## config.mk

```make
export PLATFORM = sky130hd
export DESIGN_NAME = nested_delimiter_lexer_core
export DESIGN_NICKNAME = d
export VERILOG_FILES = /design/src/rtl/ndl_pkg.sv /design/src/rtl/ndl_classify.sv /design/src/rtl/ndl_stack.sv /design/src/rtl/nested_delimiter_lexer_core.sv
export SDC_FILE = /design/constraint.sdc
export NUM_CORES = 1
export LEC_CHECK = 0
export ABC_AREA = 1
export BUFFER_PORTS_ARGS = -buffer_cell sky130_fd_sc_hd__buf_2
export CAP_MARGIN = 30
export CORE_ASPECT_RATIO = 0.8
export CORE_UTILIZATION = 44
export DETAILED_ROUTE_END_ITERATION = 7
export PLACE_DENSITY = 0.71
export REMOVE_ABC_BUFFERS = 1
export SLEW_MARGIN = 5
export SYNTH_ARGS = -nofsm -noshare
export SYNTH_HDL_FRONTEND = slang
export SYNTH_SLANG_ARGS = --single-unit
```

## constraint.sdc

```tcl
create_clock -name clk -period 8.4 [get_ports clk]
set_input_delay 0.42 -clock clk [delete_from_list [all_inputs] [get_ports clk]]
set_output_delay 0.42 -clock clk [all_outputs]
set_load 0.03 [all_outputs]
```

## src/rtl/ndl_pkg.sv

```systemverilog
// ============================================================================
// ndl_pkg - shared types and constants of the nested delimiter lexer
// Context codes, result kinds, error codes, the character codes that the
// classifier recognises and the control word passed to the context stack.
// ============================================================================
package ndl_pkg;

    // Context held in one stack entry.
    typedef enum logic [2:0] {
        CTX_NONE,
        CTX_DQUOTE,
        CTX_SQUOTE,
        CTX_ARRAY,
        CTX_PAREN,
        CTX_BRACE
    } ctx_t;

    localparam int KIND_W     = 5;
    localparam int ERR_W      = 3;
    localparam int CHAR_W     = 8;
    localparam int POS_FIELD_W = 16;

    // Result kinds.
    localparam logic [KIND_W-1:0] KIND_TEXT         = 5'd0;
    localparam logic [KIND_W-1:0] KIND_DQUOTE_OPEN  = 5'd1;
    localparam logic [KIND_W-1:0] KIND_DQUOTE_CLOSE = 5'd2;
    localparam logic [KIND_W-1:0] KIND_SQUOTE_OPEN  = 5'd3;
    localparam logic [KIND_W-1:0] KIND_SQUOTE_CLOSE = 5'd4;
    localparam logic [KIND_W-1:0] KIND_SPACE        = 5'd5;
    localparam logic [KIND_W-1:0] KIND_ARRAY_OPEN   = 5'd6;
    localparam logic [KIND_W-1:0] KIND_ARRAY_CLOSE  = 5'd7;
    localparam logic [KIND_W-1:0] KIND_COMMA        = 5'd8;
    localparam logic [KIND_W-1:0] KIND_PAREN_OPEN   = 5'd9;
    localparam logic [KIND_W-1:0] KIND_PAREN_CLOSE  = 5'd10;
    localparam logic [KIND_W-1:0] KIND_BRACE_OPEN   = 5'd11;
    localparam logic [KIND_W-1:0] KIND_BRACE_CLOSE  = 5'd12;
    localparam logic [KIND_W-1:0] KIND_DIGIT        = 5'd13;
    localparam logic [KIND_W-1:0] KIND_DASH         = 5'd14;
    localparam logic [KIND_W-1:0] KIND_END_OK       = 5'd15;
    localparam logic [KIND_W-1:0] KIND_ERROR        = 5'd16;

    // Error codes.
    localparam logic [ERR_W-1:0] ERR_NONE        = 3'd0;
    localparam logic [ERR_W-1:0] ERR_SPACE       = 3'd1;
    localparam logic [ERR_W-1:0] ERR_BAD_BRACKET = 3'd2;
    localparam logic [ERR_W-1:0] ERR_BAD_COMMA   = 3'd3;
    localparam logic [ERR_W-1:0] ERR_BAD_PAREN   = 3'd4;
    localparam logic [ERR_W-1:0] ERR_BAD_BRACE   = 3'd5;
    localparam logic [ERR_W-1:0] ERR_UNTERM      = 3'd6;
    localparam logic [ERR_W-1:0] ERR_OVERFLOW    = 3'd7;

    // Character codes.
    localparam logic [CHAR_W-1:0] CH_DQUOTE   = 8'h22;
    localparam logic [CHAR_W-1:0] CH_SQUOTE   = 8'h27;
    localparam logic [CHAR_W-1:0] CH_SPACE    = 8'h20;
    localparam logic [CHAR_W-1:0] CH_LBRACKET = 8'h5B;
    localparam logic [CHAR_W-1:0] CH_RBRACKET = 8'h5D;
    localparam logic [CHAR_W-1:0] CH_COMMA    = 8'h2C;
    localparam logic [CHAR_W-1:0] CH_LPAREN   = 8'h28;
    localparam logic [CHAR_W-1:0] CH_RPAREN   = 8'h29;
    localparam logic [CHAR_W-1:0] CH_LBRACE   = 8'h7B;
    localparam logic [CHAR_W-1:0] CH_RBRACE   = 8'h7D;
    localparam logic [CHAR_W-1:0] CH_DASH     = 8'h2D;
    localparam logic [CHAR_W-1:0] CH_ZERO     = 8'h30;
    localparam logic [CHAR_W-1:0] CH_NINE     = 8'h39;

    // Stack control for one transaction.
    typedef struct packed {
        logic push;
        logic pop;
        logic clear;
        ctx_t ctx;
    } stk_ctl_t;

endpackage

```

## src/rtl/ndl_classify.sv

```systemverilog
// ============================================================================
// ndl_classify - character classifier
// Decides the kind, the error code and the stack operation for one item
// from the character, the top context and the sticky error.
// ============================================================================
module ndl_classify
(
    input  logic [ndl_pkg::CHAR_W-1:0] character,
    input  logic                       end_of_line,
    input  logic                       stack_empty,
    input  logic                       stack_full,
    input  ndl_pkg::ctx_t              top_ctx,
    input  logic [ndl_pkg::ERR_W-1:0]  sticky_err,
    output logic [ndl_pkg::KIND_W-1:0] kind,
    output logic [ndl_pkg::ERR_W-1:0]  err_code,
    output logic                       set_err,
    output logic                       use_top_pos,
    output ndl_pkg::stk_ctl_t          ctl
);

    ndl_pkg::ctx_t top;
    ndl_pkg::ctx_t open_ctx;
    logic          quoted;
    logic          is_open;

    assign top    = stack_empty ? ndl_pkg::CTX_NONE : top_ctx;
    assign quoted = (top == ndl_pkg::CTX_DQUOTE) || (top == ndl_pkg::CTX_SQUOTE);

    always_comb
    begin
        kind        = ndl_pkg::KIND_TEXT;
        err_code    = ndl_pkg::ERR_NONE;
        set_err     = 1'b0;
        use_top_pos = 1'b0;
        ctl         = '{push: 1'b0, pop: 1'b0, clear: 1'b0, ctx: ndl_pkg::CTX_NONE};
        open_ctx    = ndl_pkg::CTX_NONE;
        is_open     = 1'b0;

        if (end_of_line)
        begin
            ctl.clear = 1'b1;
            if (sticky_err != ndl_pkg::ERR_NONE)
            begin
                kind     = ndl_pkg::KIND_ERROR;
                err_code = sticky_err;
            end
            else if (!stack_empty)
            begin
                kind        = ndl_pkg::KIND_ERROR;
                err_code    = ndl_pkg::ERR_UNTERM;
                use_top_pos = 1'b1;
            end
            else
            begin
                kind = ndl_pkg::KIND_END_OK;
            end
        end
        else if (sticky_err != ndl_pkg::ERR_NONE)
        begin
            kind     = ndl_pkg::KIND_ERROR;
            err_code = sticky_err;
        end
        else
        begin
            case (character)
                ndl_pkg::CH_DQUOTE:
                begin
                    if (top == ndl_pkg::CTX_DQUOTE)
                    begin
                        ctl.pop = 1'b1;
                        kind    = ndl_pkg::KIND_DQUOTE_CLOSE;
                    end
                    else if (!quoted)
                    begin
                        is_open  = 1'b1;
                        open_ctx = ndl_pkg::CTX_DQUOTE;
                        kind     = ndl_pkg::KIND_DQUOTE_OPEN;
                    end
                end
                ndl_pkg::CH_SQUOTE:
                begin
                    if (top == ndl_pkg::CTX_SQUOTE)
                    begin
                        ctl.pop = 1'b1;
                        kind    = ndl_pkg::KIND_SQUOTE_CLOSE;
                    end
                    else if (!quoted)
                    begin
                        is_open  = 1'b1;
                        open_ctx = ndl_pkg::CTX_SQUOTE;
                        kind     = ndl_pkg::KIND_SQUOTE_OPEN;
                    end
                end
                ndl_pkg::CH_SPACE:
                begin
                    if (top == ndl_pkg::CTX_BRACE)
                        err_code = ndl_pkg::ERR_SPACE;
                    else if (!quoted)
                        kind = ndl_pkg::KIND_SPACE;
                end
                ndl_pkg::CH_LBRACKET:
                begin
                    if (!quoted)
                    begin
                        is_open  = 1'b1;
                        open_ctx = ndl_pkg::CTX_ARRAY;
                        kind     = ndl_pkg::KIND_ARRAY_OPEN;
                    end
                end
                ndl_pkg::CH_RBRACKET:
                begin
                    if (!quoted)
                    begin
                        if (top == ndl_pkg::CTX_ARRAY)
                        begin
                            ctl.pop = 1'b1;
                            kind    = ndl_pkg::KIND_ARRAY_CLOSE;
                        end
                        else
                            err_code = ndl_pkg::ERR_BAD_BRACKET;
                    end
                end
                ndl_pkg::CH_COMMA:
                begin
                    if (!quoted)
                    begin
                        if (top == ndl_pkg::CTX_ARRAY || top == ndl_pkg::CTX_PAREN)
                            kind = ndl_pkg::KIND_COMMA;
                        else
                            err_code = ndl_pkg::ERR_BAD_COMMA;
                    end
                end
                ndl_pkg::CH_LPAREN:
                begin
                    if (!quoted)
                    begin
                        is_open  = 1'b1;
                        open_ctx = ndl_pkg::CTX_PAREN;
                        kind     = ndl_pkg::KIND_PAREN_OPEN;
                    end
                end
                ndl_pkg::CH_RPAREN:
                begin
                    if (!quoted)
                    begin
                        if (top == ndl_pkg::CTX_PAREN)
                        begin
                            ctl.pop = 1'b1;
                            kind    = ndl_pkg::KIND_PAREN_CLOSE;
                        end
                        else
                            err_code = ndl_pkg::ERR_BAD_PAREN;
                    end
                end
                ndl_pkg::CH_LBRACE:
                begin
                    if (!quoted)
                    begin
                        is_open  = 1'b1;
                        open_ctx = ndl_pkg::CTX_BRACE;
                        kind     = ndl_pkg::KIND_BRACE_OPEN;
                    end
                end
                ndl_pkg::CH_RBRACE:
                begin
                    if (!quoted)
                    begin
                        if (top == ndl_pkg::CTX_BRACE)
                        begin
                            ctl.pop = 1'b1;
                            kind    = ndl_pkg::KIND_BRACE_CLOSE;
                        end
                        else
                            err_code = ndl_pkg::ERR_BAD_BRACE;
                    end
                end
                ndl_pkg::CH_DASH:
                begin
                    if (!quoted)
                        kind = ndl_pkg::KIND_DASH;
                end
                default:
                begin
                    if (character inside {[ndl_pkg::CH_ZERO:ndl_pkg::CH_NINE]} && !quoted)
                        kind = ndl_pkg::KIND_DIGIT;
                end
            endcase

            // An opener with the stack already full is an overflow.
            if (err_code == ndl_pkg::ERR_NONE && is_open)
            begin
                if (stack_full)
                    err_code = ndl_pkg::ERR_OVERFLOW;
                else
                begin
                    ctl.push = 1'b1;
                    ctl.ctx  = open_ctx;
                end
            end

            if (err_code != ndl_pkg::ERR_NONE)
            begin
                kind    = ndl_pkg::KIND_ERROR;
                set_err = 1'b1;
            end
        end
    end

endmodule

```

## src/rtl/ndl_stack.sv

```systemverilog
// ============================================================================
// ndl_stack - context stack
// Holds open contexts in a memory, with the top entry kept in a register
// so that each character sees it without a read delay.
// ============================================================================
module ndl_stack
#(
    parameter int STACK_DEPTH   = 16,
    parameter int POSITION_BITS = 16
)
(
    input  logic                     clk,
    input  logic                     rst_n,
    input  logic                     advance,
    input  ndl_pkg::stk_ctl_t        ctl,
    input  logic [POSITION_BITS-1:0] push_pos,
    output logic                     stack_empty,
    output logic                     stack_full,
    output ndl_pkg::ctx_t            top_ctx,
    output logic [POSITION_BITS-1:0] top_pos
);

    localparam int CNT_W = $clog2(STACK_DEPTH + 1);
    localparam int IDX_W = $clog2(STACK_DEPTH);

    typedef struct packed {
        ndl_pkg::ctx_t            ctx;
        logic [POSITION_BITS-1:0] pos;
    } entry_t;

    entry_t           stack_mem [STACK_DEPTH];
    entry_t           top_reg;
    entry_t           new_entry;
    logic [CNT_W-1:0] count_reg;
    logic [CNT_W-1:0] count_next;
    logic [IDX_W-1:0] wr_addr;
    logic [IDX_W-1:0] rd_addr;
    logic [CNT_W-1:0] below_top;

    assign new_entry   = '{ctx: ctl.ctx, pos: push_pos};
    assign wr_addr     = count_reg[IDX_W-1:0];
    assign below_top   = count_reg - CNT_W'(2);
    assign rd_addr     = below_top[IDX_W-1:0];
    assign stack_empty = (count_reg == '0);
    assign stack_full  = (count_reg == CNT_W'(STACK_DEPTH));
    assign top_ctx     = top_reg.ctx;
    assign top_pos     = top_reg.pos;

    always_comb
    begin
        count_next = count_reg;
        if (ctl.clear)
            count_next = '0;
        else if (ctl.push)
            count_next = count_reg + CNT_W'(1);
        else if (ctl.pop)
            count_next = count_reg - CNT_W'(1);
    end

    always_ff @(posedge clk or negedge rst_n)
    begin
        if (!rst_n)
            count_reg <= '0;
        else if (advance)
            count_reg <= count_next;
    end

    // On a pop the entry below the old top becomes the new top.
    always_ff @(posedge clk)
    begin
        if (advance && ctl.push)
        begin
            stack_mem[wr_addr] <= new_entry;
            top_reg            <= new_entry;
        end
        else if (advance && ctl.pop)
        begin
            top_reg <= stack_mem[rd_addr];
        end
    end

`ifndef SYNTH
    a_count_bound: assert property (@(posedge clk) disable iff (!rst_n)
        count_reg <= CNT_W'(STACK_DEPTH))
        else $error("context stack count beyond depth");

    a_no_push_full: assert property (@(posedge clk) disable iff (!rst_n)
        advance && ctl.push |-> !stack_full)
        else $error("push into a full context stack");

    a_no_pop_empty: assert property (@(posedge clk) disable iff (!rst_n)
        advance && ctl.pop |-> !stack_empty)
        else $error("pop from an empty context stack");
`endif

endmodule

```

## src/rtl/nested_delimiter_lexer_core.sv

```systemverilog
// ============================================================================
// nested_delimiter_lexer_core - command line lexer with nested contexts
// Classifies one character per transaction, tracking quotes, arrays, parens
// and braces on a bounded stack, with sticky errors until end of line.
//
//  Channel | Signals                         | Contents
//  --------+---------------------------------+----------------------------------
//  input   | s_tvalid s_tready s_tdata s_tlast| character, end of line on tlast
//  output  | m_tvalid m_tready m_tdata m_tuser| echo, position, error; kind
//
// One character is accepted per cycle while the output is not stalled; each
// gives exactly one result, held in the result register (the input register
// loads at acceptance, the result register when the item advances). The
// rate is set by the single classify step, which only looks at the stack top
// register.
// Reset clears the stack count, the position counter, the sticky error and
// both valid flags; no clearing pass is needed. A stalled output holds the
// result and stops the input register from advancing.
// ============================================================================
module nested_delimiter_lexer_core
#(
    parameter int STACK_DEPTH   = 16,
    parameter int POSITION_BITS = 16
)
(
    input  logic        clk,
    input  logic        rst_n,
    input  logic        s_tvalid,
    output logic        s_tready,
    input  logic [7:0]  s_tdata,   // [7:0] character
    input  logic        s_tlast,   // end_of_line
    output logic        m_tvalid,
    input  logic        m_tready,
    output logic [31:0] m_tdata,   // [7:0] echo_char, [23:8] position,
                                   // [26:24] error_code, [31:27] zero
    output logic [4:0]  m_tuser    // [4:0] kind
);

    localparam logic [POSITION_BITS-1:0] POS_MAX = '1;

    // Input register stage.
    logic                              in_valid_reg;
    logic [ndl_pkg::CHAR_W-1:0]        in_char_reg;
    logic                              in_eol_reg;

    // Line state.
    logic [POSITION_BITS-1:0]          cpos_reg;
    logic [POSITION_BITS-1:0]          cpos_next;
    logic [ndl_pkg::ERR_W-1:0]         sticky_reg;
    logic [ndl_pkg::ERR_W-1:0]         sticky_next;

    // Result register stage.
    logic                              out_valid_reg;
    logic [ndl_pkg::KIND_W-1:0]        out_kind_reg;
    logic [ndl_pkg::CHAR_W-1:0]        out_char_reg;
    logic [ndl_pkg::POS_FIELD_W-1:0]   out_pos_reg;
    logic [ndl_pkg::ERR_W-1:0]         out_err_reg;

    // Classifier and stack.
    logic                              advance;
    logic                              stack_empty;
    logic                              stack_full;
    ndl_pkg::ctx_t                     top_ctx;
    logic [POSITION_BITS-1:0]          top_pos;
    logic [ndl_pkg::KIND_W-1:0]        kind;
    logic [ndl_pkg::ERR_W-1:0]         err_code;
    logic                              set_err;
    logic                              use_top_pos;
    ndl_pkg::stk_ctl_t                 ctl;
    logic [POSITION_BITS-1:0]          res_pos_full;
    logic [ndl_pkg::POS_FIELD_W-1:0]   res_pos;

    // The item in the input register moves on whenever the result register
    // is free or is being emptied in the same cycle.
    assign advance  = in_valid_reg && (!out_valid_reg || m_tready);
    assign s_tready = !in_valid_reg || advance;

    ndl_classify u_classify
    (
        .character   (in_char_reg),
        .end_of_line (in_eol_reg),
        .stack_empty (stack_empty),
        .stack_full  (stack_full),
        .top_ctx     (top_ctx),
        .sticky_err  (sticky_reg),
        .kind        (kind),
        .err_code    (err_code),
        .set_err     (set_err),
        .use_top_pos (use_top_pos),
        .ctl         (ctl)
    );

    ndl_stack
    #(
        .STACK_DEPTH   (STACK_DEPTH),
        .POSITION_BITS (POSITION_BITS)
    )
    u_stack
    (
        .clk         (clk),
        .rst_n       (rst_n),
        .advance     (advance),
        .ctl         (ctl),
        .push_pos    (cpos_reg),
        .stack_empty (stack_empty),
        .stack_full  (stack_full),
        .top_ctx     (top_ctx),
        .top_pos     (top_pos)
    );

    // An unterminated context reports where its opener stood; everything
    // else reports the current position (the line length at end of line).
    assign res_pos_full = use_top_pos ? top_pos : cpos_reg;

    generate
        if (POSITION_BITS >= ndl_pkg::POS_FIELD_W)
        begin : g_pos_trim
            assign res_pos = res_pos_full[ndl_pkg::POS_FIELD_W-1:0];
        end
        else
        begin : g_pos_ext
            assign res_pos = {{(ndl_pkg::POS_FIELD_W - POSITION_BITS){1'b0}}, res_pos_full};
        end
    endgenerate

    // The position saturates at its top value; end of line starts a new line.
    always_comb
    begin
        cpos_next   = cpos_reg;
        sticky_next = sticky_reg;
        if (in_eol_reg)
        begin
            cpos_next   = '0;
            sticky_next = ndl_pkg::ERR_NONE;
        end
        else
        begin
            if (cpos_reg != POS_MAX)
                cpos_next = cpos_reg + POSITION_BITS'(1);
            if (set_err)
                sticky_next = err_code;
        end
    end

    always_ff @(posedge clk or negedge rst_n)
    begin
        if (!rst_n)
        begin
            in_valid_reg  <= 1'b0;
            out_valid_reg <= 1'b0;
            cpos_reg      <= '0;
            sticky_reg    <= ndl_pkg::ERR_NONE;
        end
        else
        begin
            if (s_tready)
                in_valid_reg <= s_tvalid;
            if (advance)
            begin
                out_valid_reg <= 1'b1;
                cpos_reg      <= cpos_next;
                sticky_reg    <= sticky_next;
            end
            else if (m_tready)
                out_valid_reg <= 1'b0;
        end
    end

    always_ff @(posedge clk)
    begin
        if (s_tvalid && s_tready)
        begin
            in_char_reg <= s_tdata;
            in_eol_reg  <= s_tlast;
        end
        if (advance)
        begin
            out_kind_reg <= kind;
            out_char_reg <= in_eol_reg ? '0 : in_char_reg;
            out_pos_reg  <= res_pos;
            out_err_reg  <= err_code;
        end
    end

    assign m_tvalid = out_valid_reg;
    assign m_tuser  = out_kind_reg;
    assign m_tdata  = {5'b0, out_err_reg, out_pos_reg, out_char_reg};

`ifndef SYNTH
    a_err_with_kind: assert property (@(posedge clk) disable iff (!rst_n)
        out_valid_reg |-> ((out_kind_reg == ndl_pkg::KIND_ERROR)
                           == (out_err_reg != ndl_pkg::ERR_NONE)))
        else $error("error code and error kind disagree");

    a_eol_clears: assert property (@(posedge clk) disable iff (!rst_n)
        advance && in_eol_reg |=> (cpos_reg == '0) && (sticky_reg == ndl_pkg::ERR_NONE))
        else $error("line state not cleared at end of line");

    a_sticky_holds: assert property (@(posedge clk) disable iff (!rst_n)
        (sticky_reg != ndl_pkg::ERR_NONE) && !(advance && in_eol_reg)
        |=> sticky_reg == $past(sticky_reg))
        else $error("sticky error changed within a line");
`endif

endmodule

```

* Yosys cells after proc, flatten, opt, wreduce, memory -nomap -nowiden
Memory sizes are Yosys's and may differ from the RTL's.
Index checks and enable logic that the tools add are counted.
** Word-level totals
- Flip-flop bits (word level) :: 86
- Bits in writable memories :: 304
- Logic and storage cells :: 163
- Memories kept :: 1
** Memory list
- u_stack.stack_mem :: depth 16, width 19, rd ports 1, clocked after Yosys merged registers in 0, write ports 1, line ndl_stack.sv:31 : entry_t stack_mem [STACK_DEPTH];
** Operators by class
- Mux-type cells :: 98
- Equal/unequal tests :: 18
- Add/sub/neg operators :: 4
- Magnitude comparators :: 2
- Reductions and logical operators :: 27
** Operator list (count)
- $mux W3 :: 30
- $mux W5 :: 15
- $eq A8 B6 Y1 const B :: 7
- $pmux W5 S11 :: 1
- $mux W16 :: 3
- $mux W19 :: 2
- $eq A8 B7 Y1 const B :: 4
- $pmux W3 S5 :: 2
- $mux W1 :: 29
- $mux W4 :: 7
- $add A16 B1 Y16 const B :: 1
- $ne A16 B16 Y1 const B :: 1
- $mux W2 :: 7
- $reduce_bool A3 Y1 :: 3
- $ge A8 B6 Y1 const B :: 1
- $le A8 B6 Y1 const B :: 1
- $reduce_bool A2 Y1 :: 4
- $logic_and A1 B1 Y1 :: 7
- $eq A3 B2 Y1 const B :: 2
- $eq A3 B3 Y1 const B :: 2
- $reduce_and A2 Y1 :: 3
- $add A5 B1 Y5 const B :: 1
- $eq A5 B5 Y1 const B :: 1
- $logic_not A5 Y1 :: 1
- other kinds (9) :: 14

* Longest topological paths before layout
Gate-level depths: netlist (run 1).
- Word-level depth :: 20
- Depth in mapped cells :: 18

* Modules after synthesis
Synthesis (run 1) repeated with hierarchy kept, for this count alone.
** Second synthesis, totals
- Cells, all modules :: 1724
- Area, all modules :: 17429.2 µm²
** Modules (own cells, without submodules)
- ndl_stack :: cells each 1260, times used 1, area each 13750.7 µm², sequential area each 9824.4 µm²
- nested_delimiter_lexer_core :: cells each 277, times used 1, area each 2777.7 µm², sequential area each 1756.7 µm²
- ndl_classify :: cells each 187, times used 1, area each 900.9 µm², sequential area each 0.0 µm²

* Least setup slack after synthesis (run 1)
Ideal clock, no wire load.
- Kind :: register to register
- From :: register in_char_reg[1] (netlist name)
- To :: register u_stack.top_reg (netlist bit u_stack.top_ctx[0]) (enable)
- Arrival :: 2.694 ns
- Data required time :: 7.975 ns
- Slack :: 5.281 ns
- Stages on the path, launching flop included :: 10
- Path through :: edfxtp_1 -> inv_1 -> nand2_1 -> nor2_1 -> nand2_1 -> nor2_1 -> nor2_1 -> nand3_1 -> nand2_1 -> o31ai_1
** Between the ends
- Word-level cells in the longest chain between the ends :: 11
- Elaborated cells between the ends (all ways) :: 26
- Classes of those cells :: eq/ne: 10; mux: 10; reduce/logical: 6
** Ends and longest elaborated chain
- start, declared :: line nested_delimiter_lexer_core.sv:43 : logic [ndl_pkg::CHAR_W-1:0] in_char_reg;
- start signal, assigned :: line nested_delimiter_lexer_core.sv:173 : in_char_reg <= s_tdata;
- $eq A8 B7 Y1 or $eq A8 B6 Y1 (tied branches) :: line ndl_classify.sv:65 : case (character)
- $pmux W3 S5 or $reduce_or A3 Y1 (tied branches)
- $mux W3 or $pmux W1 S3 (tied branches) :: line ndl_classify.sv:58, ndl_classify.sv:65
- $mux W3 or $mux W1 (tied branches) :: line ndl_classify.sv:39, ndl_classify.sv:58
- $logic_not A3 Y1 or $mux W1 (tied branches) :: line ndl_classify.sv:190, ndl_classify.sv:39
- $logic_and A1 B1 Y1 :: line ndl_classify.sv:190 : if (err_code == ndl_pkg::ERR_NONE && is_open)
- $mux W1 :: line ndl_classify.sv:190
- $mux W2 (*) :: line ndl_classify.sv:58 : else if (sticky_err != ndl_pkg::ERR_NONE)
- $mux W2 (*) :: line ndl_classify.sv:39 : if (end_of_line)
- $logic_and A1 B1 Y1 :: line ndl_stack.sv:71 : if (advance && ctl.push)
- $reduce_bool A2 Y1 (no line) (*)
- end signal, assigned :: line ndl_stack.sv:74 : top_reg <= new_entry;
- end signal, assigned :: line ndl_stack.sv:78 : top_reg <= stack_mem[rd_addr];
- end, declared :: line ndl_stack.sv:32 : entry_t top_reg;
Mark *: on every way between the ends. The rest lies on a longest branch, timed or not. The select of a mux whose other input is x is not followed.
A chain may end at the register's enable or synchronous reset.

* Final worst setup path (run 1)
- From :: register u_stack.count_reg[1]
- To :: register u_stack.count_reg[4]
** Between the ends
- Word-level cells in the longest chain between the ends :: 16
- Elaborated cells between the ends (all ways) :: 50
- Classes of those cells :: add/sub: 2; eq/ne: 6; mux: 35; reduce/logical: 7
** Ends and longest elaborated chain
- start, declared :: line ndl_stack.sv:34 : logic [CNT_W-1:0] count_reg;
- start signal, assigned :: line ndl_stack.sv:65 : count_reg <= count_next;
- $logic_not A5 Y1 :: line ndl_stack.sv:44 : assign stack_empty = (count_reg == '0);
- $mux W3 :: line ndl_classify.sv:26 : assign top = stack_empty ? ndl_pkg::CTX_NONE : top_ctx;
- $eq A3 B2 Y1 or $eq A3 B3 Y1 (tied branches) :: line ndl_classify.sv:114, ndl_classify.sv:127, ndl_classify.sv:146
- $logic_or A1 B1 Y1 :: line ndl_classify.sv:127 : if (top == ndl_pkg::CTX_ARRAY || top == ndl_pkg::CTX_PAREN)
- $mux W2 :: line ndl_classify.sv:127
- $mux W3 :: line ndl_classify.sv:125 : if (!quoted)
- $pmux W3 S5 :: line ndl_classify.sv:65
- $mux W3 :: line ndl_classify.sv:58
- $mux W3 :: line ndl_classify.sv:39
- $logic_not A3 Y1 :: line ndl_classify.sv:190
- $logic_and A1 B1 Y1 :: line ndl_classify.sv:190
- $mux W1 :: line ndl_classify.sv:190
- $mux W2 :: line ndl_classify.sv:58
- $mux W2 :: line ndl_classify.sv:39
- $reduce_bool A3 Y1 (no line) or $mux W5 (tied branches)
- $reduce_and A2 Y1 (no line) or $mux W5 (tied branches)
Parallel ways exist; a longest one is shown, timed or not. The select of a mux whose other input is x is not followed.

==> results.toml, run 1 <==
[power]
leakagePower_nw = 6.85
powerDensity_nw_per_um2 = 318
ir_worst_vdd_uv = 299

[yosys]
ys_seq_elements = 390
yosysSeqAreaShare = 0.720
netlist_area_um2 = 16100
synthFlopType = "edfxtp_1"
ys_warn_count = 0
syn_avg_cell_area_um2 = 12.2
synth.distinct_cells = 45
synth_top_cell_area_share = 0.679
synthTopCellsByArea = "edfxtp_1, nand2_1, dfrtp_1"
synth_edf_count = 364
async_flop_share = 0.0667
synth_largest_area_cell = "edfxtp_1"
syn_inst = 1323

[timing]
max_freq_mhz = 289
rsz0062_at_grt = "no"
skew_ps = 14.1
finalSetupTns_ps = 0
tightest_slew_ps = 1030
fin_crit_ps = 3460
finalMaxSlewViolations = 0
fin_crit_sh = 0.412
hold_viol = 0
finalSetupViolCount = 0
maxSlewHeadroom = 0.313
whs_ps = 69.0

[placement]
io_buffer_count = 46
place_area_um2 = 17100
gp_congestion = 0.952
hpwl_um = 27100

[layout]
largest_reg_flops = 304
nNetsFinal = 1409
top_register = "u_stack.stack_mem"
drive_gt1_frac = 0.121
multi_input_area_um2 = 3980
ff_latch_area_um2 = 11600
area_growth_pct = 14.7
fin_area_um2 = 18500
final_cell_mix = "edfxtp_1, nand2_1, nor2_1, inv_1, nand3_1"
fill_cells = 2985
final_common_cell = "edfxtp_1"
fin_util = 0.514

[clocking]
cts-root-buf = "clkbuf_16"
htree_levels = 2
clk_latency_ps = 540
cts_resized = 0
post_cts_buffers = 0
tritoncts = "built"
cts_made_buffers = 38
clockBufferDepth = 3
cts_hold_buf = 1
clock_sinks = 390
path_clk_slew_ps = 60

[setup_path]
cp.required_ps = 8820
cp.arrival_ps = 3880
start_kind = "flip-flop"
crit_fanout = 76
path_class = "reg2reg"
cp-end-kind = "flip-flop"

[global_routing]
grt_pass1_vias = 10200
grt_remaining_overflow = 0
antenna_found_initial = 1
grt_pass1_wl_um = 63400
grtUsageTotal = 0.228
grt_max_degree = 77

[floorplanning]
pin_count = 52
die_w_um = 216
die_h_um = 173
die-area_um2 = 37300
placeableCoreArea_um2 = 35900
rows = 62
initial_core_util = 0.448

[route]
drc = 0
drt_wl_total_um = 42100
wl_per_cell_um = 22.2
drtPass1Iterations = 7
dr_total_vias = 10800
antenna_left = 0
drt_iter0_drc = 1477
post_drt_via_cell_ratio = 5.69

[job]
maxCapViolCount = 0

[min_path]
holdCritPathClass = "in2reg"

[outcome]
outcome = "finished, final reports clean"
cells in the mapped netlist, types with 17 or more instances:
master and instances:
dfrtp_1 26, a22oi_1 42, nor2_1 101, o21ai_0 23
clkbuf_1 36, inv_1 83, nand4_1 60, a21oi_1 28
o21ai_1 17, edfxtp_1 364, nand3_1 82, nand2_1 337
area by class of cell:
type                            count  share of cell area
Multi-Input combinational cell    789               0.216
Inverter                           89              0.0184
Sequential cell                   390               0.628
Tap cell                          480              0.0325
Clock inverter                     20              0.0116
Timing Repair Buffer               81              0.0387
Antenna cell                        1            0.000136
Clock buffer                       48              0.0553
kinds of logic after synthesis:
logic type               synth area share
adder cells (fa/ha/maj)           0.00591
XOR/XNOR                          0.00599
multiplexers                      0.00210
other                            0.000233
AND/OR/NAND/NOR                     0.165
AO/OA/AOI/OAI                      0.0624
buffers and inverters              0.0380
flip-flops                          0.720
worst max-delay path: stages, from the launching register on:
cell and delay [ps]:
dfrtp_1 510, nor2_4 180, buf_4 710, inv_1 190, nor3_1 330, nor2_1 140, nand3_4 230, ha_1 310
a21oi_1 140, nand2_1 70, xor2_1 170, nand4_1 110, nand2_1 80, nor2_1 40, nand3_1 70, nand2_1 60
report_power, final:
part	internal (mW)	switching, mW	leakage [nW]	total (mW)
clock network	0.987	0.711	0.590	1.70
logic	0.506	1.33	2.26	1.83
registers	2.25	0.0866	4.00	2.34
per-layer routing:
| metal | vias up | wire (um) | track usage |
|---|---|---|---|
| li1 | 4875 | - | - |
| met1 | 5214 | 17600 | 0.333 |
| met2 | 624 | 18400 | 0.329 |
| met3 | 87 | 5030 | 0.0647 |
| met4 | 0 | 1120 | 0.0700 |
| met5 | - | 0 | 0 |
final timing paths:
path	startpoint	end	slack, ps	depth (start not counted)
max	u_stack.count_reg[1]	u_stack.count_reg[4]	4940	15
min	s_tdata[2]	in_char_reg[2]	70	1
max reg2reg	u_stack.count_reg[1]	u_stack.count_reg[4]	4940	15
min reg2reg	u_stack.count_reg[4]	u_stack.count_reg[4]	490	2
max in group asynchronous	rst_n	in_valid_reg	7490	2
min in group asynchronous	rst_n	sticky_reg[2]	460	2
through the flow:
| stage | cells | power [mW] | worst slack [ps] |
|---|---|---|---|
| floorplan | 1268 | 3.40 | 3830 |
| global placement | 1803 | 4.08 | 4910 |
| detailed placement | 1822 | 4.16 | 4890 |
| CTS | 1891 | 5.84 | 4880 |
| global route | 1897 | 6.09 | 4620 |
| finish | 1898 | 5.87 | 4940 |
(Power assumes the default switching activity.)
==> run 2, diff against run 1 <==
- ABC_AREA: 1 -> 0
- clock period: 8.4 -> 3.3 ns (I/O delays scaled with it)
==> run 2 against run 1 <==
Sequential cell count is the same. Die area is 1.0% higher. Setup slack got worse by 4800 ps. Critical endpoint unchanged. Largest cell class unchanged. Largest power group unchanged.
==> results.toml, run 2 <==
[yosys]
synth_edf_count = 364
synth_common_cells = "edfxtp_1, mux4_2, nand2_1"
ys_warn_count = 0
synth_top_cell_area_share = 0.673
synth_top_family_by_area = "multiplexers"
synthAdderAreaFrac = 0.00585
synthFlopType = "edfxtp_1"
synth.distinct_cells = 71
ys_seq_elements = 390
netlist_area_um2 = 16300
synth_largest_area_cell = "edfxtp_1"
syn_avg_cell_area_um2 = 17.9
yosysSeqAreaShare = 0.713
synthMuxAreaShare = 0.147
synth-simple-area-share = 0.0772
yosysMostFrequentCell = "edfxtp_1"
async_flop_share = 0.0667
synthXorXnorAreaFrac = 0.0118
syn_inst = 910
synthTopCellsByArea = "edfxtp_1, mux4_2, dfrtp_1"
synth_compound_area_frac = 0.0292

[clocking]
tritoncts = "built"
cts_made_buffers = 38
htree_levels = 2
clockBufferDepth = 3
clk_latency_ps = 540
clock_sinks = 390
path_clk_slew_ps = 60
cts-root-buf = "clkbuf_16"

[power]
ir_worst_vdd_uv = 426
finalPower_mw = 13.5
powerDensity_nw_per_um2 = 702
leakagePower_nw = 6.51

[route]
wl_met1_um = 15500
drt_iter0_drc = 1013
dr_total_vias = 9010
routed-wl-met3_um = 2990
dr.max_layer_used = "met4"
wl_per_cell_um = 23.0
met2_length_um = 16700
drtPass1Iterations = 6
drt_wl_total_um = 36000
antenna_left = 0
drc = 0
post_drt_via_cell_ratio = 5.75

[timing]
rsz0062_at_grt = "no"
fin_crit_ps = 3170
maxSlewHeadroom = 0.384
tightest_slew_ps = 924
max_freq_mhz = 316
finalMaxSlewViolations = 0
hold_viol = 0
whs_ps = 193
setup_slack_ps = 130
fin_crit_sh = 0.960
finalSetupViolCount = 0
skew_ps = 28.7

[setup_path]
path_buf_inv = 1
critical-path-top-delay-family = "simple AND/OR/NAND/NOR gates"
cpPeakStageDelay_ps = 580
cp_slowest_cell = "or4_4"
reg2reg_from = "u_stack.count_reg[1]"
cpMostUsedCell = "a21o_1"
cp.arrival_ps = 3570
path_class = "reg2reg"
crit_fanout = 3
path_cells = "or4_4, o211ai_4, o31ai_4, nor2_2, inv_2, fa_2, a21o_1, a21o_1, and3_1, or4_1"
start_kind = "flip-flop"
cp-end-kind = "flip-flop"
startpoint = "u_stack.count_reg[1]"
cp.required_ps = 3700

[layout]
antenna_cells = 0
fin_util = 0.531
top_register = "u_stack.stack_mem"
drive_gt1_frac = 0.322
ff_latch_area_um2 = 11600
multi_input_area_um2 = 4530
area_growth_pct = 18.1
fill_cells = 2826
final_cell_mix = "edfxtp_1, mux4_2, buf_4, nand2_1, buf_2"
largest_reg_flops = 304
final_common_cell = "edfxtp_1"
finalNonFillerCells = 1566
nNetsFinal = 1077

[floorplanning]
initial_core_util = 0.450
die-area_um2 = 37700
pin_count = 52
placeableCoreArea_um2 = 36100
die_w_um = 217
die_h_um = 174
rows = 62

[placement]
gp_congestion = 0.865
place_inst = 1484
hpwl_um = 22300
dp_worst_setup_slack_ps = 11.8
io_buffer_count = 46

[outcome]
outcome = "finished, final reports clean"

[global_routing]
grt_pass1_wl_um = 55300
grt_remaining_overflow = 0
antenna_found_initial = 0
grt_pass1_vias = 8957
grtUsageTotal = 0.196
grt_max_degree = 86

[min_path]
holdCritPathClass = "in2async"

[job]
maxCapViolCount = 0
[run 2: changes by cell type after synthesis, moves of 12 or more]
| cell | delta |
|---|---|
| mux4_2 | +95 |
| inv_1 | -73 |
| o21ai_1 | -12 |
| nand3_1 | -65 |
| nor2_1 | -48 |
| nand4_1 | -54 |
| nand2_1 | -266 |
| a22oi_1 | -42 |
| mux2_2 | +15 |
[run 2: final timing paths]
kind                                         to  slack (ps)  cells past startpoint
max reg2reg                u_stack.count_reg[4]         130                     10
max                        u_stack.count_reg[4]         130                     10
min in group clk                     in_eol_reg         340                      2
max in group asynchronous  u_stack.count_reg[0]        2600                      2
min                                in_valid_reg         190                      2
min reg2reg                            m_tvalid         520                      1
[run 2: what timing repair did]
| item | CTS | global route |
|---|---|---|
| hold buffers | 13 | 0 |
| setup endpoints to repair | 1 | 1 |
| setup buffers | 0 | 0 |
| gates resized for setup | 1 | 6 |
| endpoints found under the hold margin | 37 | 0 |
| cloned | 0 | 0 |
| pin swaps | 0 | 4 |
[run 2: area by class of cell]
cell class                 instances  area share
clock buffer                      51      0.0547
clock inverter                    18     0.00893
inverter                          11     0.00215
multi-input combinational        462       0.236
sequential                       390       0.604
tap                              480      0.0313
timing repair buffer             154      0.0631
[run 2: logic make-up after synthesis]
| logic type | after synthesis |
|---|---|
| DFF | 390 |
| and+or+nand+nor | 242 |
| muxes | 117 |
| AOI/OAI and AO/OA | 70 |
| buffers and inverters | 62 |
| xor gates and xnor gates | 21 |
| adders and majority gates | 7 |
| other | 1 |
[run 2: per-layer routing]
metal / track usage / vias to the layer above
li1: - / 3933
met1: 0.295 / 4625
met2: 0.296 / 397
met3: 0.0352 / 55
met4: 0.0499 / 0
met5: 0 / -
[run 2: stage by stage]
stage | TNS, ps | instance area [um2]
after floorplan | -982590 | 16000
after global placement | 0 | 17800
after detailed placement | 0 | 17800
after CTS | 0 | 19200
after global routing | 0 | 19200
final | 0 | 19200
[run 2: power by group]
part           switching, mW  internal (mW)
Sequential            0.0564           5.62
Clock                   1.79           2.48
Combinational           1.81           1.73
Total                   3.66           9.83
==> run 3, diff against run 2 <==
- ABC_CLOCK_PERIOD_IN_PS: not set -> 3300
- REMOVE_ABC_BUFFERS: 1 -> not set
==> run 3 against run 2 <==
Via count grew 0.14%. Hold slack gained 21 ps. Total power shrank 0.20%. Sequential power is essentially flat. Cell area shrank 1.2%. Maximum frequency shrank 1.4%. Setup slack lost 44 ps. Cell count shrank 0.96%. Combinational power grew 2%. First-iteration DRC count grew 6.9%. Sequential share of layout area grew 0.74 points.
==> results.toml, run 3 (synthesis results as in run 2) <==
[timing]
hold_viol = 0
whs_ps = 214
setup_slack_ps = 86.0
maxSlewHeadroom = 0.400
fin_crit_sh = 0.974
finalMaxSlewViolations = 0
fin_crit_ps = 3210
finalSetupViolCount = 0
tightest_slew_ps = 900
finalSetupTns_ps = 0
skew_ps = 16.3
max_freq_mhz = 311

[placement]
place_inst = 1468
place_area_um2 = 17600
dp_worst_setup_slack_ps = 57.4
gp_congestion = 0.883
io_buffer_count = 46
hpwl_um = 22300

[setup_path]
cp_slowest_cell = "or4b_4"
cpPeakStageDelay_ps = 570
crit_fanout = 3
start_kind = "flip-flop"
path_class = "reg2reg"
cp-end-kind = "flip-flop"
cpMostUsedCell = "a21o_1"
path_cells = "or4b_4, nor4_4, o31ai_4, nor2_2, inv_2, fa_2, a21o_1, a21o_1, and3_1, or4_1"
cp.arrival_ps = 3620
cp.required_ps = 3700

[layout]
antenna_cells = 0
ff_latch_area_um2 = 11600
fill_cells = 2919
final_cell_mix = "edfxtp_1, mux4_2, buf_4, nand2_1, buf_2"
nNetsFinal = 1065
final_common_cell = "edfxtp_1"
top_register = "u_stack.stack_mem"
largest_reg_flops = 304
finalNonFillerCells = 1551
multi_input_area_um2 = 4560
area_growth_pct = 16.7
fin_area_um2 = 19000
drive_gt1_frac = 0.308

[outcome]
outcome = "finished, final reports clean"

[clocking]
htree_levels = 2
path_clk_slew_ps = 60
clk_latency_ps = 540
clockBufferDepth = 3
cts_made_buffers = 36
clock_sinks = 390
cts-root-buf = "clkbuf_16"
tritoncts = "built"

[route]
wl_per_cell_um = 22.7
antenna_left = 0
drt_iter0_drc = 1083
drc = 0
dr_total_vias = 9023
drt_wl_total_um = 35300
post_drt_via_cell_ratio = 5.82
drtPass1Iterations = 5

[power]
ir_worst_vdd_uv = 432
powerDensity_nw_per_um2 = 710
leakagePower_nw = 6.37
pwr-share-clk = 0.309
switching_share = 0.278
seq_power_share = 0.423
combPwrFrac = 0.268
internal-power_mw = 9.71
switching_power_mw = 3.74

[floorplanning]
die-area_um2 = 37700
die_h_um = 174
initial_core_util = 0.450
die_w_um = 217
placeableCoreArea_um2 = 36100
pin_count = 52
rows = 62

[job]
maxCapViolCount = 0

[global_routing]
grt_pass1_wl_um = 53600
busiest_layer = "met1"
met2_usage = 0.279
grtUsageMet3 = 0.0334
grt_remaining_overflow = 0
grtUsageMet1 = 0.293
grt_max_degree = 52
antenna_found_initial = 0
grtUsageTotal = 0.190
grt_pass1_vias = 8693

[min_path]
holdCritPathClass = "in2async"
==> run 3: cell types whose count changed in the layout (fill, tap and decap cells not counted), sizes merged <==
cell / delta
clkinv: -2
clkbuf: -5
clkinvlp: +1
buf: -10
inv: -1
bufinv: +2
==> run 3: layout make-up <==
type	instances	area share
clock inverter	18	0.0119
clock buffer	46	0.0495
sequential	390	0.611
inverter	11	0.00218
multi-input combinational	462	0.240
tap	480	0.0317
timing repair buffer	144	0.0533
==> run 3: power by group through the flow <==
| stage | Sequential, mW | Combinational, mW | Clock, mW |
|---|---|---|---|
| final | 5.69 | 3.61 | 4.17 |
| after global routing | 5.70 | 3.87 | 4.42 |
| after CTS | 5.69 | 3.64 | 4.24 |
| after detailed placement | 5.79 | 3.60 | 0 |
| after global placement | 5.78 | 3.58 | 0 |
| after floorplan | 5.88 | 2.49 | 0 |
==> run 3: path summary, 6_finish.rpt <==
| kind | cells past startpoint | start | endpoint | slack (ps) |
|---|---|---|---|---|
| max in group asynchronous | 2 | rst_n | u_stack.count_reg[1] | 2570 |
| max reg2reg | 10 | in_char_reg[7] | u_stack.count_reg[4] | 90 |
| min in group clk | 2 | s_tdata[3] | in_char_reg[3] | 350 |
| min reg2reg | 1 | in_valid_reg | m_tvalid | 530 |
| min | 2 | rst_n | cpos_reg[13] | 210 |
| max | 10 | in_char_reg[7] | u_stack.count_reg[4] | 90 |
==> run 3: metal layers <==
metal / part of all wire / wire [um] / vias to the layer above
met5: 0 / 0 / -
met4: 0.019 / 661 / 0
met3: 0.077 / 2730 / 55
met2: 0.46 / 16200 / 356
met1: 0.45 / 15700 / 4697
li1: - / - / 3915
==> run 3: worst max-delay path: cells and delay by family (launching register included) <==
kind,cells,cell delay (ps)
adders and majority gates,1,350
buffers and inverters,1,80
and+or+nand+nor,5,1790
AOI/OAI and AO/OA,3,490
DFF,1,400
==> run 3: through the flow <==
step	utilization	power [mW]
after CTS	0.523	13.6
after detailed placement	0.487	9.39
after global placement	0.487	9.37
final	0.525	13.5
after floorplan	-	8.37
after global routing	0.525	14.0
==> run 3: what timing repair did <==
action / 4_1_cts / 5_1_grt
hold endpoints to repair: 37 / 0
hold buffers: 13 / 0
resized for setup: 0 / 1
setup buffers: 0 / 4
setup endpoints to repair: 0 / 1
